File: src/rtl/core/raycast_wall_strip_projection_macros.svh
// Assertion macros for the raycast wall strip projection block.
// Used by the top level only; expands to nothing under synthesis.
`ifndef RAYCAST_WALL_STRIP_PROJECTION_MACROS_SVH
`define RAYCAST_WALL_STRIP_PROJECTION_MACROS_SVH

`ifndef SYNTHESIS

`define RWSP_ASSERT(lbl, prop) \
    lbl: assert property (@(posedge clk) disable iff (!rst_n) prop) \
        else $error("rwsp assertion failed");

`define RWSP_ASSERT_NEVER(lbl, cond) \
    lbl: assert property (@(posedge clk) disable iff (!rst_n) !(cond)) \
        else $error("rwsp forbidden condition seen");

`else

`define RWSP_ASSERT(lbl, prop)

`define RWSP_ASSERT_NEVER(lbl, cond)

`endif

`endif

File: src/rtl/core/rwsp_pkg.sv
// Shared constants, types and the cosine table for the wall strip projection.
// No dependencies; every module file refers to this package by scoped names.
package rwsp_pkg;

    localparam int NUM_COLUMNS = 1024;
    localparam int SCREEN_ROWS = 1024;
    localparam int COS_DEPTH   = 256;
    localparam int COS_IDX_W   = $clog2(COS_DEPTH);

    localparam int COL_W      = 10;
    localparam int DIST_W     = 24;
    localparam int ANGLE_W    = 16;
    localparam int ROW_W      = 11;
    localparam int COLOUR_W   = 32;
    localparam int SCALE_W    = 24;
    localparam int MAG_W      = 15;
    localparam int COS_FRAC   = 15;
    localparam int CFG_IDX_W  = 2;
    localparam int CFG_DATA_W = 32;

    localparam int REM_W          = DIST_W + 1;
    localparam int DIV_CELLS      = SCALE_W;
    localparam int RESULT_LATENCY = DIV_CELLS + 5;
    localparam int SPAN_W         = $clog2(3 * SCREEN_ROWS) + 2;

    localparam logic [SCALE_W-1:0]  SCALE_RESET        = 24'd14529536;
    localparam logic [COLOUR_W-1:0] VERT_COLOUR_RESET  = 32'hFFFFFFFF;
    localparam logic [COLOUR_W-1:0] HORIZ_COLOUR_RESET = 32'hFFCCCCCC;

    localparam logic [63:0] PI_Q30      = 64'd3373259426;
    localparam logic [63:0] HALF_PI_Q30 = 64'd1686629713;
    localparam logic [63:0] ONE_Q30     = 64'd1073741824;

    typedef enum logic [CFG_IDX_W-1:0] {
        REG_SCALE       = 2'd0,
        REG_VERT_COLOUR = 2'd1,
        REG_HORIZ_COLOUR = 2'd2
    } cfg_reg_t;

    typedef struct packed {
        logic             neg;
        logic [MAG_W-1:0] mag;
    } cos_entry_t;

    typedef cos_entry_t [COS_DEPTH-1:0] cos_rom_t;

    typedef struct packed {
        logic             valid;
        logic [COL_W-1:0] column;
        logic             vert;
        logic             empty;
        logic             full;
    } ray_t;

    typedef struct packed {
        ray_t               ray;
        logic [DIST_W-1:0]  rem;
        logic [SCALE_W-1:0] dividend;
        logic [DIST_W-1:0]  divisor;
        logic [SCALE_W-1:0] quot;
    } div_t;

    function automatic cos_entry_t cos_entry(input int unsigned k);
        logic [63:0]        m;
        logic [63:0]        x;
        logic [63:0]        x2;
        logic [63:0]        term;
        logic [63:0]        q;
        logic signed [63:0] sum;
        logic               neg;
        cos_entry_t         e;
        m = (2 * k <= COS_DEPTH) ? 64'(k) : 64'(COS_DEPTH - k);
        x = (64'd2 * PI_Q30 * m + 64'(COS_DEPTH / 2)) / 64'(COS_DEPTH);
        neg = 1'b0;
        if (x > HALF_PI_Q30)
        begin
            x = (x > PI_Q30) ? 64'd0 : PI_Q30 - x;
            neg = 1'b1;
        end
        x2 = (x * x) >> 30;
        term = ONE_Q30;
        sum = $signed(ONE_Q30);
        term = ((term * x2) >> 30) / 64'd2;
        sum = sum - $signed(term);
        term = ((term * x2) >> 30) / 64'd12;
        sum = sum + $signed(term);
        term = ((term * x2) >> 30) / 64'd30;
        sum = sum - $signed(term);
        term = ((term * x2) >> 30) / 64'd56;
        sum = sum + $signed(term);
        term = ((term * x2) >> 30) / 64'd90;
        sum = sum - $signed(term);
        term = ((term * x2) >> 30) / 64'd132;
        sum = sum + $signed(term);
        term = ((term * x2) >> 30) / 64'd182;
        sum = sum - $signed(term);
        if (sum < 0)
        begin
            sum = 64'sd0;
        end
        q = ($unsigned(sum) + 64'd16384) >> 15;
        if (q > 64'd32767)
        begin
            q = 64'd32767;
        end
        e.mag = q[MAG_W-1:0];
        e.neg = neg && (q != 64'd0);
        return e;
    endfunction

    function automatic cos_rom_t build_cos_rom();
        cos_rom_t rom;
        for (int unsigned k = 0; k < COS_DEPTH; k++)
        begin
            rom[k] = cos_entry(k);
        end
        return rom;
    endfunction

    localparam cos_rom_t COS_ROM = build_cos_rom();

endpackage

File: src/rtl/core/rwsp_front.sv
// Front stages: angle difference, cosine lookup, fisheye multiply, divider load.
// Depends on rwsp_pkg.
module rwsp_front
(
    input  logic                               clk,
    input  logic                               rst_n,
    input  logic                               accept,
    input  logic [rwsp_pkg::COL_W-1:0]         column,
    input  logic [rwsp_pkg::DIST_W-1:0]        ray_distance,
    input  logic [rwsp_pkg::ANGLE_W-1:0]       ray_angle,
    input  logic [rwsp_pkg::ANGLE_W-1:0]       view_angle,
    input  logic                               hit_vertical,
    input  logic [rwsp_pkg::SCALE_W-1:0]       scale,
    output rwsp_pkg::div_t                     div_out
);

    logic                                a_valid_reg;
    logic [rwsp_pkg::COL_W-1:0]          a_column_reg;
    logic [rwsp_pkg::DIST_W-1:0]         a_dist_reg;
    logic [rwsp_pkg::COS_IDX_W-1:0]      a_idx_reg;
    logic                                a_vert_reg;
    logic [rwsp_pkg::ANGLE_W-1:0]        angle_diff;

    logic                                b_valid_reg;
    logic [rwsp_pkg::COL_W-1:0]          b_column_reg;
    logic [rwsp_pkg::DIST_W-1:0]         b_dist_reg;
    logic [rwsp_pkg::MAG_W-1:0]          b_mag_reg;
    logic                                b_vert_reg;
    logic                                b_empty_reg;
    rwsp_pkg::cos_entry_t                cos_val;
    logic                                b_empty_next;

    logic                                c_valid_reg;
    logic [rwsp_pkg::COL_W-1:0]          c_column_reg;
    logic [rwsp_pkg::DIST_W-1:0]         c_perp_reg;
    logic                                c_vert_reg;
    logic                                c_empty_reg;
    logic [rwsp_pkg::DIST_W+rwsp_pkg::MAG_W-1:0] product;

    rwsp_pkg::div_t                      d_reg;
    rwsp_pkg::div_t                      d_next;

    assign angle_diff = ray_angle - view_angle;

    always_ff @(posedge clk or negedge rst_n)
    begin
        if (!rst_n)
        begin
            a_valid_reg <= 1'b0;
            b_valid_reg <= 1'b0;
            c_valid_reg <= 1'b0;
            d_reg       <= '0;
        end
        else
        begin
            a_valid_reg <= accept;
            b_valid_reg <= a_valid_reg;
            c_valid_reg <= b_valid_reg;
            d_reg       <= d_next;
        end
    end

    always_ff @(posedge clk)
    begin
        a_column_reg <= column;
        a_dist_reg   <= ray_distance;
        a_idx_reg    <= angle_diff[rwsp_pkg::ANGLE_W-1 -: rwsp_pkg::COS_IDX_W];
        a_vert_reg   <= hit_vertical;
        b_column_reg <= a_column_reg;
        b_dist_reg   <= a_dist_reg;
        b_mag_reg    <= cos_val.mag;
        b_vert_reg   <= a_vert_reg;
        b_empty_reg  <= b_empty_next;
        c_column_reg <= b_column_reg;
        c_perp_reg   <= product[rwsp_pkg::COS_FRAC +: rwsp_pkg::DIST_W];
        c_vert_reg   <= b_vert_reg;
        c_empty_reg  <= b_empty_reg;
    end

    always_comb
    begin
        cos_val = rwsp_pkg::COS_ROM[a_idx_reg];
        b_empty_next = (32'(a_column_reg) >= rwsp_pkg::NUM_COLUMNS)
                    || (cos_val.neg && (a_dist_reg != '0));
    end

    assign product = b_dist_reg * b_mag_reg;

    always_comb
    begin
        d_next.ray.valid  = c_valid_reg;
        d_next.ray.column = c_column_reg;
        d_next.ray.vert   = c_vert_reg;
        d_next.ray.empty  = c_empty_reg;
        d_next.ray.full   = (c_perp_reg == '0);
        d_next.rem        = '0;
        d_next.dividend   = scale;
        d_next.divisor    = c_perp_reg;
        d_next.quot       = '0;
    end

    assign div_out = d_reg;

endmodule

File: src/rtl/core/rwsp_div_cell.sv
// One cell of the divider chain: retires one quotient bit per item per cycle.
// Depends on rwsp_pkg.
module rwsp_div_cell
(
    input  logic           clk,
    input  logic           rst_n,
    input  rwsp_pkg::div_t div_in,
    output rwsp_pkg::div_t div_out
);

    rwsp_pkg::div_t              cell_reg;
    rwsp_pkg::div_t              cell_next;
    logic [rwsp_pkg::REM_W-1:0]  shifted;
    logic [rwsp_pkg::REM_W-1:0]  diff;
    logic                        take;

    always_comb
    begin
        shifted = {div_in.rem, div_in.dividend[rwsp_pkg::SCALE_W-1]};
        diff    = shifted - {1'b0, div_in.divisor};
        take    = (shifted >= {1'b0, div_in.divisor});
        cell_next          = div_in;
        cell_next.rem      = take ? diff[rwsp_pkg::DIST_W-1:0]
                                  : shifted[rwsp_pkg::DIST_W-1:0];
        cell_next.dividend = {div_in.dividend[rwsp_pkg::SCALE_W-2:0], 1'b0};
        cell_next.quot     = {div_in.quot[rwsp_pkg::SCALE_W-2:0], take};
    end

    always_ff @(posedge clk or negedge rst_n)
    begin
        if (!rst_n)
        begin
            cell_reg <= '0;
        end
        else
        begin
            cell_reg <= cell_next;
        end
    end

    assign div_out = cell_reg;

endmodule

File: src/rtl/core/rwsp_span.sv
// Span stage: turns the wall height into clamped top and bottom rows.
// Depends on rwsp_pkg.
module rwsp_span
(
    input  logic                            clk,
    input  logic                            rst_n,
    input  rwsp_pkg::div_t                  div_in,
    input  logic [rwsp_pkg::COLOUR_W-1:0]   vert_colour,
    input  logic [rwsp_pkg::COLOUR_W-1:0]   horiz_colour,
    output logic                            done,
    output logic [rwsp_pkg::COL_W-1:0]      out_column,
    output logic [rwsp_pkg::ROW_W-1:0]      top_row,
    output logic [rwsp_pkg::ROW_W-1:0]      bottom_row,
    output logic [rwsp_pkg::COLOUR_W-1:0]   wall_colour
);

    localparam logic signed [rwsp_pkg::SPAN_W-1:0] MID =
        rwsp_pkg::SPAN_W'(rwsp_pkg::SCREEN_ROWS / 2);
    localparam logic signed [rwsp_pkg::SPAN_W-1:0] ROWS =
        rwsp_pkg::SPAN_W'(rwsp_pkg::SCREEN_ROWS);
    localparam logic [rwsp_pkg::SCALE_W-1:0] MAX_H =
        rwsp_pkg::SCALE_W'(2 * rwsp_pkg::SCREEN_ROWS);

    logic                                 done_reg;
    logic [rwsp_pkg::COL_W-1:0]           column_reg;
    logic [rwsp_pkg::ROW_W-1:0]           top_reg;
    logic [rwsp_pkg::ROW_W-1:0]           bottom_reg;
    logic [rwsp_pkg::COLOUR_W-1:0]        colour_reg;
    logic [rwsp_pkg::ROW_W-1:0]           top_next;
    logic [rwsp_pkg::ROW_W-1:0]           bottom_next;

    logic [rwsp_pkg::SCALE_W-1:0]         half_wide;
    logic signed [rwsp_pkg::SPAN_W-1:0]   half;
    logic signed [rwsp_pkg::SPAN_W-1:0]   top_s;
    logic signed [rwsp_pkg::SPAN_W-1:0]   bottom_s;

    always_comb
    begin
        half_wide = div_in.quot >> 1;
        half      = $signed(half_wide[rwsp_pkg::SPAN_W-1:0]);
        top_s     = MID - half;
        bottom_s  = MID + half;
        if (top_s < 0)
        begin
            top_s = '0;
        end
        if (bottom_s > ROWS)
        begin
            bottom_s = ROWS;
        end
        if (div_in.ray.empty)
        begin
            top_s    = MID;
            bottom_s = MID;
        end
        else if (div_in.ray.full || (div_in.quot > MAX_H))
        begin
            top_s    = '0;
            bottom_s = ROWS;
        end
        top_next    = top_s[rwsp_pkg::ROW_W-1:0];
        bottom_next = bottom_s[rwsp_pkg::ROW_W-1:0];
    end

    always_ff @(posedge clk or negedge rst_n)
    begin
        if (!rst_n)
        begin
            done_reg <= 1'b0;
        end
        else
        begin
            done_reg <= div_in.ray.valid;
        end
    end

    always_ff @(posedge clk)
    begin
        column_reg <= div_in.ray.column;
        top_reg    <= top_next;
        bottom_reg <= bottom_next;
        colour_reg <= div_in.ray.vert ? vert_colour : horiz_colour;
    end

    assign done        = done_reg;
    assign out_column  = column_reg;
    assign top_row     = top_reg;
    assign bottom_row  = bottom_reg;
    assign wall_colour = colour_reg;

endmodule

File: src/rtl/core/raycast_wall_strip_projection.sv
// Raycast wall strip projection: one ray in, one clamped wall span out.
// The result passes through 4 front stages, 24 divider cells and 1 output stage;
// throughput one item per cycle while busy is low.
// The divider is a 24-cell restoring chain, one quotient bit a cell.
// Reset clears all valid flags and restores the config registers; busy is
// high during reset and until ready_reg is set. Results cannot be stalled.
`include "raycast_wall_strip_projection_macros.svh"

module raycast_wall_strip_projection
(
    input  logic                              clk,
    input  logic                              rst_n,
    input  logic                              start,
    output logic                              busy,
    input  logic                              cfg_we,
    input  logic [rwsp_pkg::CFG_IDX_W-1:0]    cfg_index,
    input  logic [rwsp_pkg::CFG_DATA_W-1:0]   cfg_data,
    input  logic [rwsp_pkg::COL_W-1:0]        column,
    input  logic [rwsp_pkg::DIST_W-1:0]       ray_distance,
    input  logic [rwsp_pkg::ANGLE_W-1:0]      ray_angle,
    input  logic [rwsp_pkg::ANGLE_W-1:0]      view_angle,
    input  logic                              hit_vertical,
    output logic                              done,
    output logic [rwsp_pkg::COL_W-1:0]        out_column,
    output logic [rwsp_pkg::ROW_W-1:0]        top_row,
    output logic [rwsp_pkg::ROW_W-1:0]        bottom_row,
    output logic [rwsp_pkg::COLOUR_W-1:0]     wall_colour
);

    localparam int LAT = rwsp_pkg::RESULT_LATENCY;

    logic                              ready_reg;
    logic [rwsp_pkg::SCALE_W-1:0]      scale_reg;
    logic [rwsp_pkg::COLOUR_W-1:0]     vert_colour_reg;
    logic [rwsp_pkg::COLOUR_W-1:0]     horiz_colour_reg;
    logic                              accept;
    rwsp_pkg::div_t                    chain [rwsp_pkg::DIV_CELLS+1];

    assign busy   = !ready_reg;
    assign accept = start && ready_reg;

    always_ff @(posedge clk or negedge rst_n)
    begin
        if (!rst_n)
        begin
            ready_reg        <= 1'b0;
            scale_reg        <= rwsp_pkg::SCALE_RESET;
            vert_colour_reg  <= rwsp_pkg::VERT_COLOUR_RESET;
            horiz_colour_reg <= rwsp_pkg::HORIZ_COLOUR_RESET;
        end
        else
        begin
            ready_reg <= 1'b1;
            if (cfg_we)
            begin
                unique case (rwsp_pkg::cfg_reg_t'(cfg_index))
                    rwsp_pkg::REG_SCALE:
                    begin
                        scale_reg <= cfg_data[rwsp_pkg::SCALE_W-1:0];
                    end
                    rwsp_pkg::REG_VERT_COLOUR:
                    begin
                        vert_colour_reg <= cfg_data[rwsp_pkg::COLOUR_W-1:0];
                    end
                    rwsp_pkg::REG_HORIZ_COLOUR:
                    begin
                        horiz_colour_reg <= cfg_data[rwsp_pkg::COLOUR_W-1:0];
                    end
                    default:
                    begin
                    end
                endcase
            end
        end
    end

    rwsp_front u_front
    (
        .clk          (clk),
        .rst_n        (rst_n),
        .accept       (accept),
        .column       (column),
        .ray_distance (ray_distance),
        .ray_angle    (ray_angle),
        .view_angle   (view_angle),
        .hit_vertical (hit_vertical),
        .scale        (scale_reg),
        .div_out      (chain[0])
    );

    for (genvar i = 0; i < rwsp_pkg::DIV_CELLS; i++)
    begin : g_cell
        rwsp_div_cell u_cell
        (
            .clk     (clk),
            .rst_n   (rst_n),
            .div_in  (chain[i]),
            .div_out (chain[i+1])
        );
    end

    rwsp_span u_span
    (
        .clk          (clk),
        .rst_n        (rst_n),
        .div_in       (chain[rwsp_pkg::DIV_CELLS]),
        .vert_colour  (vert_colour_reg),
        .horiz_colour (horiz_colour_reg),
        .done         (done),
        .out_column   (out_column),
        .top_row      (top_row),
        .bottom_row   (bottom_row),
        .wall_colour  (wall_colour)
    );

    `RWSP_ASSERT(a_result_follows_item, (start && !busy) |-> ##LAT done)
    `RWSP_ASSERT(a_result_has_item, done |-> $past(start && !busy, LAT))
    `RWSP_ASSERT_NEVER(a_span_inverted, done && (top_row > bottom_row))

endmodule
File: config.mk
export PLATFORM = sky130hd
export DESIGN_NAME = raycast_wall_strip_projection
export DESIGN_NICKNAME = d
export VERILOG_FILES = /design/src/rtl/core/rwsp_pkg.sv /design/src/rtl/core/rwsp_front.sv /design/src/rtl/core/rwsp_div_cell.sv /design/src/rtl/core/rwsp_span.sv /design/src/rtl/core/raycast_wall_strip_projection.sv
export VERILOG_INCLUDE_DIRS = /design/src /design/src/rtl/core
export SDC_FILE = /design/constraint.sdc
export NUM_CORES = 2
export LEC_CHECK = 0
export ABC_AREA = 1
export BUFFER_PORTS_ARGS = -buffer_cell sky130_fd_sc_hd__buf_2
export CORE_MARGIN = 1
export CORE_UTILIZATION = 50
export CTS_BUF_LIST = sky130_fd_sc_hd__clkbuf_8 sky130_fd_sc_hd__clkbuf_16
export CTS_CLUSTER_DIAMETER = 80
export DETAILED_ROUTE_END_ITERATION = 7
export PLACE_DENSITY = 0.76
export SLEW_MARGIN = 20
export SYNTH_ARGS = -nofsm -noshare
export SYNTH_HDL_FRONTEND = slang
export SYNTH_SLANG_ARGS = --single-unit
File: constraint.sdc
create_clock -name clk -period 14.95 [get_ports clk]
set_input_delay 2.2425 -clock clk [delete_from_list [all_inputs] [get_ports clk]]
set_output_delay 2.2425 -clock clk [all_outputs]
set_load 0.01 [all_outputs]
==> summary.txt <==
Run status
  • Status: finished, final reports clean

Placed design
  • DP Area: 0.115 mm²
  • Post-DP HPWL: 193000 µm
  • GP Congestion: 0.952
  • Port buffer count: 170

Synth
  • Synth warn: 0
  • Avg Inst Size Synth: 9.68 µm²
  • Mapped Cells: 11500
  • XOR/XNOR Fraction of Synth Area: 0.0366
  • Mux contribution to synthesized area: 0.00324
  • Seq cells post-synth: 2373
  • Synthesized Nets: 12600
  • Compound-Gate Fraction of Synth Area: 0.0896
  • EDFF count, synth: 0
  • Synth Area in Adders: 0.132
  • Simple-gate share of the synthesized area: 0.143
  • Synth Flop Type: dfrtp_1
  • Largest family of logic cells by synthesized area: simple AND/OR/NAND/NOR gates
  • Post-synthesis sequential area ratio: 0.526
  • FFs w/ async S/R, synth: 0.915
  • Cell variety after synth: 58
  • Synth Cell Area: 0.111 mm²

Final layout
  • Layout cell share with drive strength beyond 1: 0.0683
  • Most frequent cells in the layout: 2109 x dfrtp_1, 2043 x nand2_1, 1776 x inv_1
  • Fin area: 0.124 mm²
  • Area grow syn2layout: 11.3%
  • Register Area: 0.0584 mm²
  • Post-layout nets: 12800
  • Largest register FFs: 2016
  • Area of the multi-input gates: 0.0450 mm²
  • Commonest non-fill, non-tap cell in the layout: dfrtp_1
  • Fill count: 19000

Clock network
  • Post-CTS Resized: 0
  • Worst-path clk slew: 70 ps
  • Clk sinks: 2373
  • Clk buf depth: 3
  • Worst-Skew Late Latency: 940 ps
  • CTS tree: built
  • Htree depth: 4
  • Cts hold-fix bufs: 0
  • CTS buffer count: 237
  • CTS root buffer: clkbuf_16
  • Postcts setup bufs: 0

Worst setup path
  • Critical Path Source Type: flop
  • CP arrival: 7070 ps
  • Max FO, Critical Path: 24
  • Required time of the critical path: 15740 ps
  • Crit path cell chain: nand2_1 -> fa_1 -> inv_1 -> fa_1 -> fa_1 -> fa_1 -> fa_1 -> inv_1 -> fa_1 -> inv_1 -> ha_1 -> a21oi_1 -> o21ai_0 -> a21oi_1 -> nor2_1 -> a211oi_1 -> nand2_1 -> xor2_1
  • CP max stage cell: dfxtp_1
  • WS Path Type: reg2reg
  • CP most frequent cell: fa_1
  • Slowest cell delay on critical path: 1000 ps
  • Setup crit end kind: flop

Global routing
  • Top Usage Layer GRT: met2
  • First-pass GRT wire length: 420000 µm
  • Vias in the first global route: 79800
  • Gr usage total: 0.236
  • GR Util met1: 0.297
  • M2 GR Usage: 0.400
  • GR Overflow Total: 0
  • Largest net degree at the start of global routing: 215
  • Met3 Use GR: 0.0359
  • Antenna violations before repair: 9

Floorplanning
  • Initial core utilization: 0.505
  • Die area: 0.224 mm²
  • Ports: 171
  • Num rows: 172
  • Die Span X: 474 µm
  • Die Height: 474 µm
  • Core ar.: 0.220 mm²

STA
  • Final Cycle Share: 0.420
  • Unrepaired setup endpoints after global routing: false
  • Actual slew at the worst max-slew pin: 1090 ps
  • # setup viols final: 0
  • Clock Skew: 133 ps
  • Fin Hold WS: 267 ps
  • Final Slew Violations: 0
  • Max Freq: 159 MHz
  • Min Tclk post-route: 6270 ps
  • Total negative slack: 0 ps
  • Fin. Hold Viols: 0
  • Slew headroom: 0.267

Route
  • Vias per cell: 5.21
  • Detailed-route via count: 77600
  • DR WL/cell: 17.5 µm
  • ANT nets after route: 0
  • DRC viols: 0
  • Final WL: 260000 µm
  • Pre-antenna DRT Iters: 6
  • Iteration-0 DRC Markers: 5937

Job
  • MaxCap Viol Count: 0

Worst hold path
  • Hold WC Path Type: reg2reg
-- critical path: cells and delay by family, from the launching register on --
kind / cells / cell delay (ps)
flops: 1 / 1000
fa+ha+maj: 7 / 3560
xor+xnor: 1 / 140
compound gates: 4 / 910
buf+inv: 3 / 150
simple gates: 3 / 360
-- synthesized netlist by cell type (32+ instances only) --
| master | n | area, µm² |
|---|---|---|
| nand4_1 | 122 | 763 |
| fa_1 | 305 | 6110 |
| buf_2 | 74 | 370 |
| xor2_1 | 216 | 1890 |
| dfxtp_1 | 202 | 4040 |
| dfrtp_1 | 2109 | 52800 |
| o21ai_0 | 526 | 2630 |
| a21o_1 | 53 | 398 |
| nor4_1 | 54 | 338 |
| nand3_1 | 390 | 1950 |
| clkbuf_1 | 75 | 282 |
| nand2_1 | 2043 | 7670 |
| nor3_1 | 112 | 561 |
| inv_1 | 1739 | 6530 |
| nor2_1 | 1018 | 3820 |
| a21oi_1 | 950 | 4750 |
| dfstp_2 | 62 | 1630 |
| xnor2_1 | 249 | 2180 |
| a31oi_1 | 71 | 444 |
| mux2_2 | 32 | 360 |
| ha_1 | 688 | 8610 |
| buf_6 | 35 | 394 |
| o21a_1 | 73 | 548 |
-- metal layers --
| layer | part of all wire | wire [µm] | up-vias |
|---|---|---|---|
| li1 | - | - | 37200 |
| met1 | 0.41 | 107000 | 37600 |
| met2 | 0.49 | 127000 | 2184 |
| met3 | 0.051 | 13300 | 642 |
| met4 | 0.047 | 12200 | 6 |
| met5 | 0.00011 | 28 | - |
-- final cells by class --
cell class / count / area share
Sequential cell: 2373 / 0.472
Multi-Input combinational cell: 7163 / 0.364
Clock buffer: 285 / 0.0535
Inverter: 1743 / 0.0528
Tap cell: 2958 / 0.0299
Clock inverter: 169 / 0.0177
Timing Repair Buffer: 207 / 0.0102
Antenna cell: 5 / 0.000101
-- stage by stage --
stage	util	std cells	setup slack (ps)
finish	0.562	14900	8680
global route	0.562	14900	8280
CTS	0.561	14900	8740
detailed placement	0.521	14400	8750
global placement	0.521	14400	8820
floorplan	-	11500	9600
-- kinds of logic after synthesis --
kind of cell	count (synthesis)
xor gates and xnor gates	465
adders and majority gates	993
DFF	2373
AOI/OAI and AO/OA	1830
muxes	32
and+or+nand+nor	3842
buffers and inverters	1952
other	1
-- path summary, 6_finish.rpt --
| path | from | to | slack [ps] | depth (start not counted) |
|---|---|---|---|---|
| max | u_front.b_mag_reg[10] | u_front.c_perp_reg[19] | 8680 | 18 |
| min | g_cell[13].u_cell.div_out[64] | g_cell[14].u_cell.div_out[65] | 270 | 0 |
| max reg2reg | u_front.b_mag_reg[10] | u_front.c_perp_reg[19] | 8680 | 18 |
| min reg2reg | g_cell[13].u_cell.div_out[64] | g_cell[14].u_cell.div_out[65] | 270 | 0 |
| max in group asynchronous | rst_n | g_cell[7].u_cell.div_out[71] | 10380 | 5 |
| min in group asynchronous | rst_n | g_cell[22].u_cell.div_out[72] | 1310 | 1 |
Power is left out: the tool's default activity adds up to more than one toggle a clock period on the data nets, which glitch-free logic cannot reach.
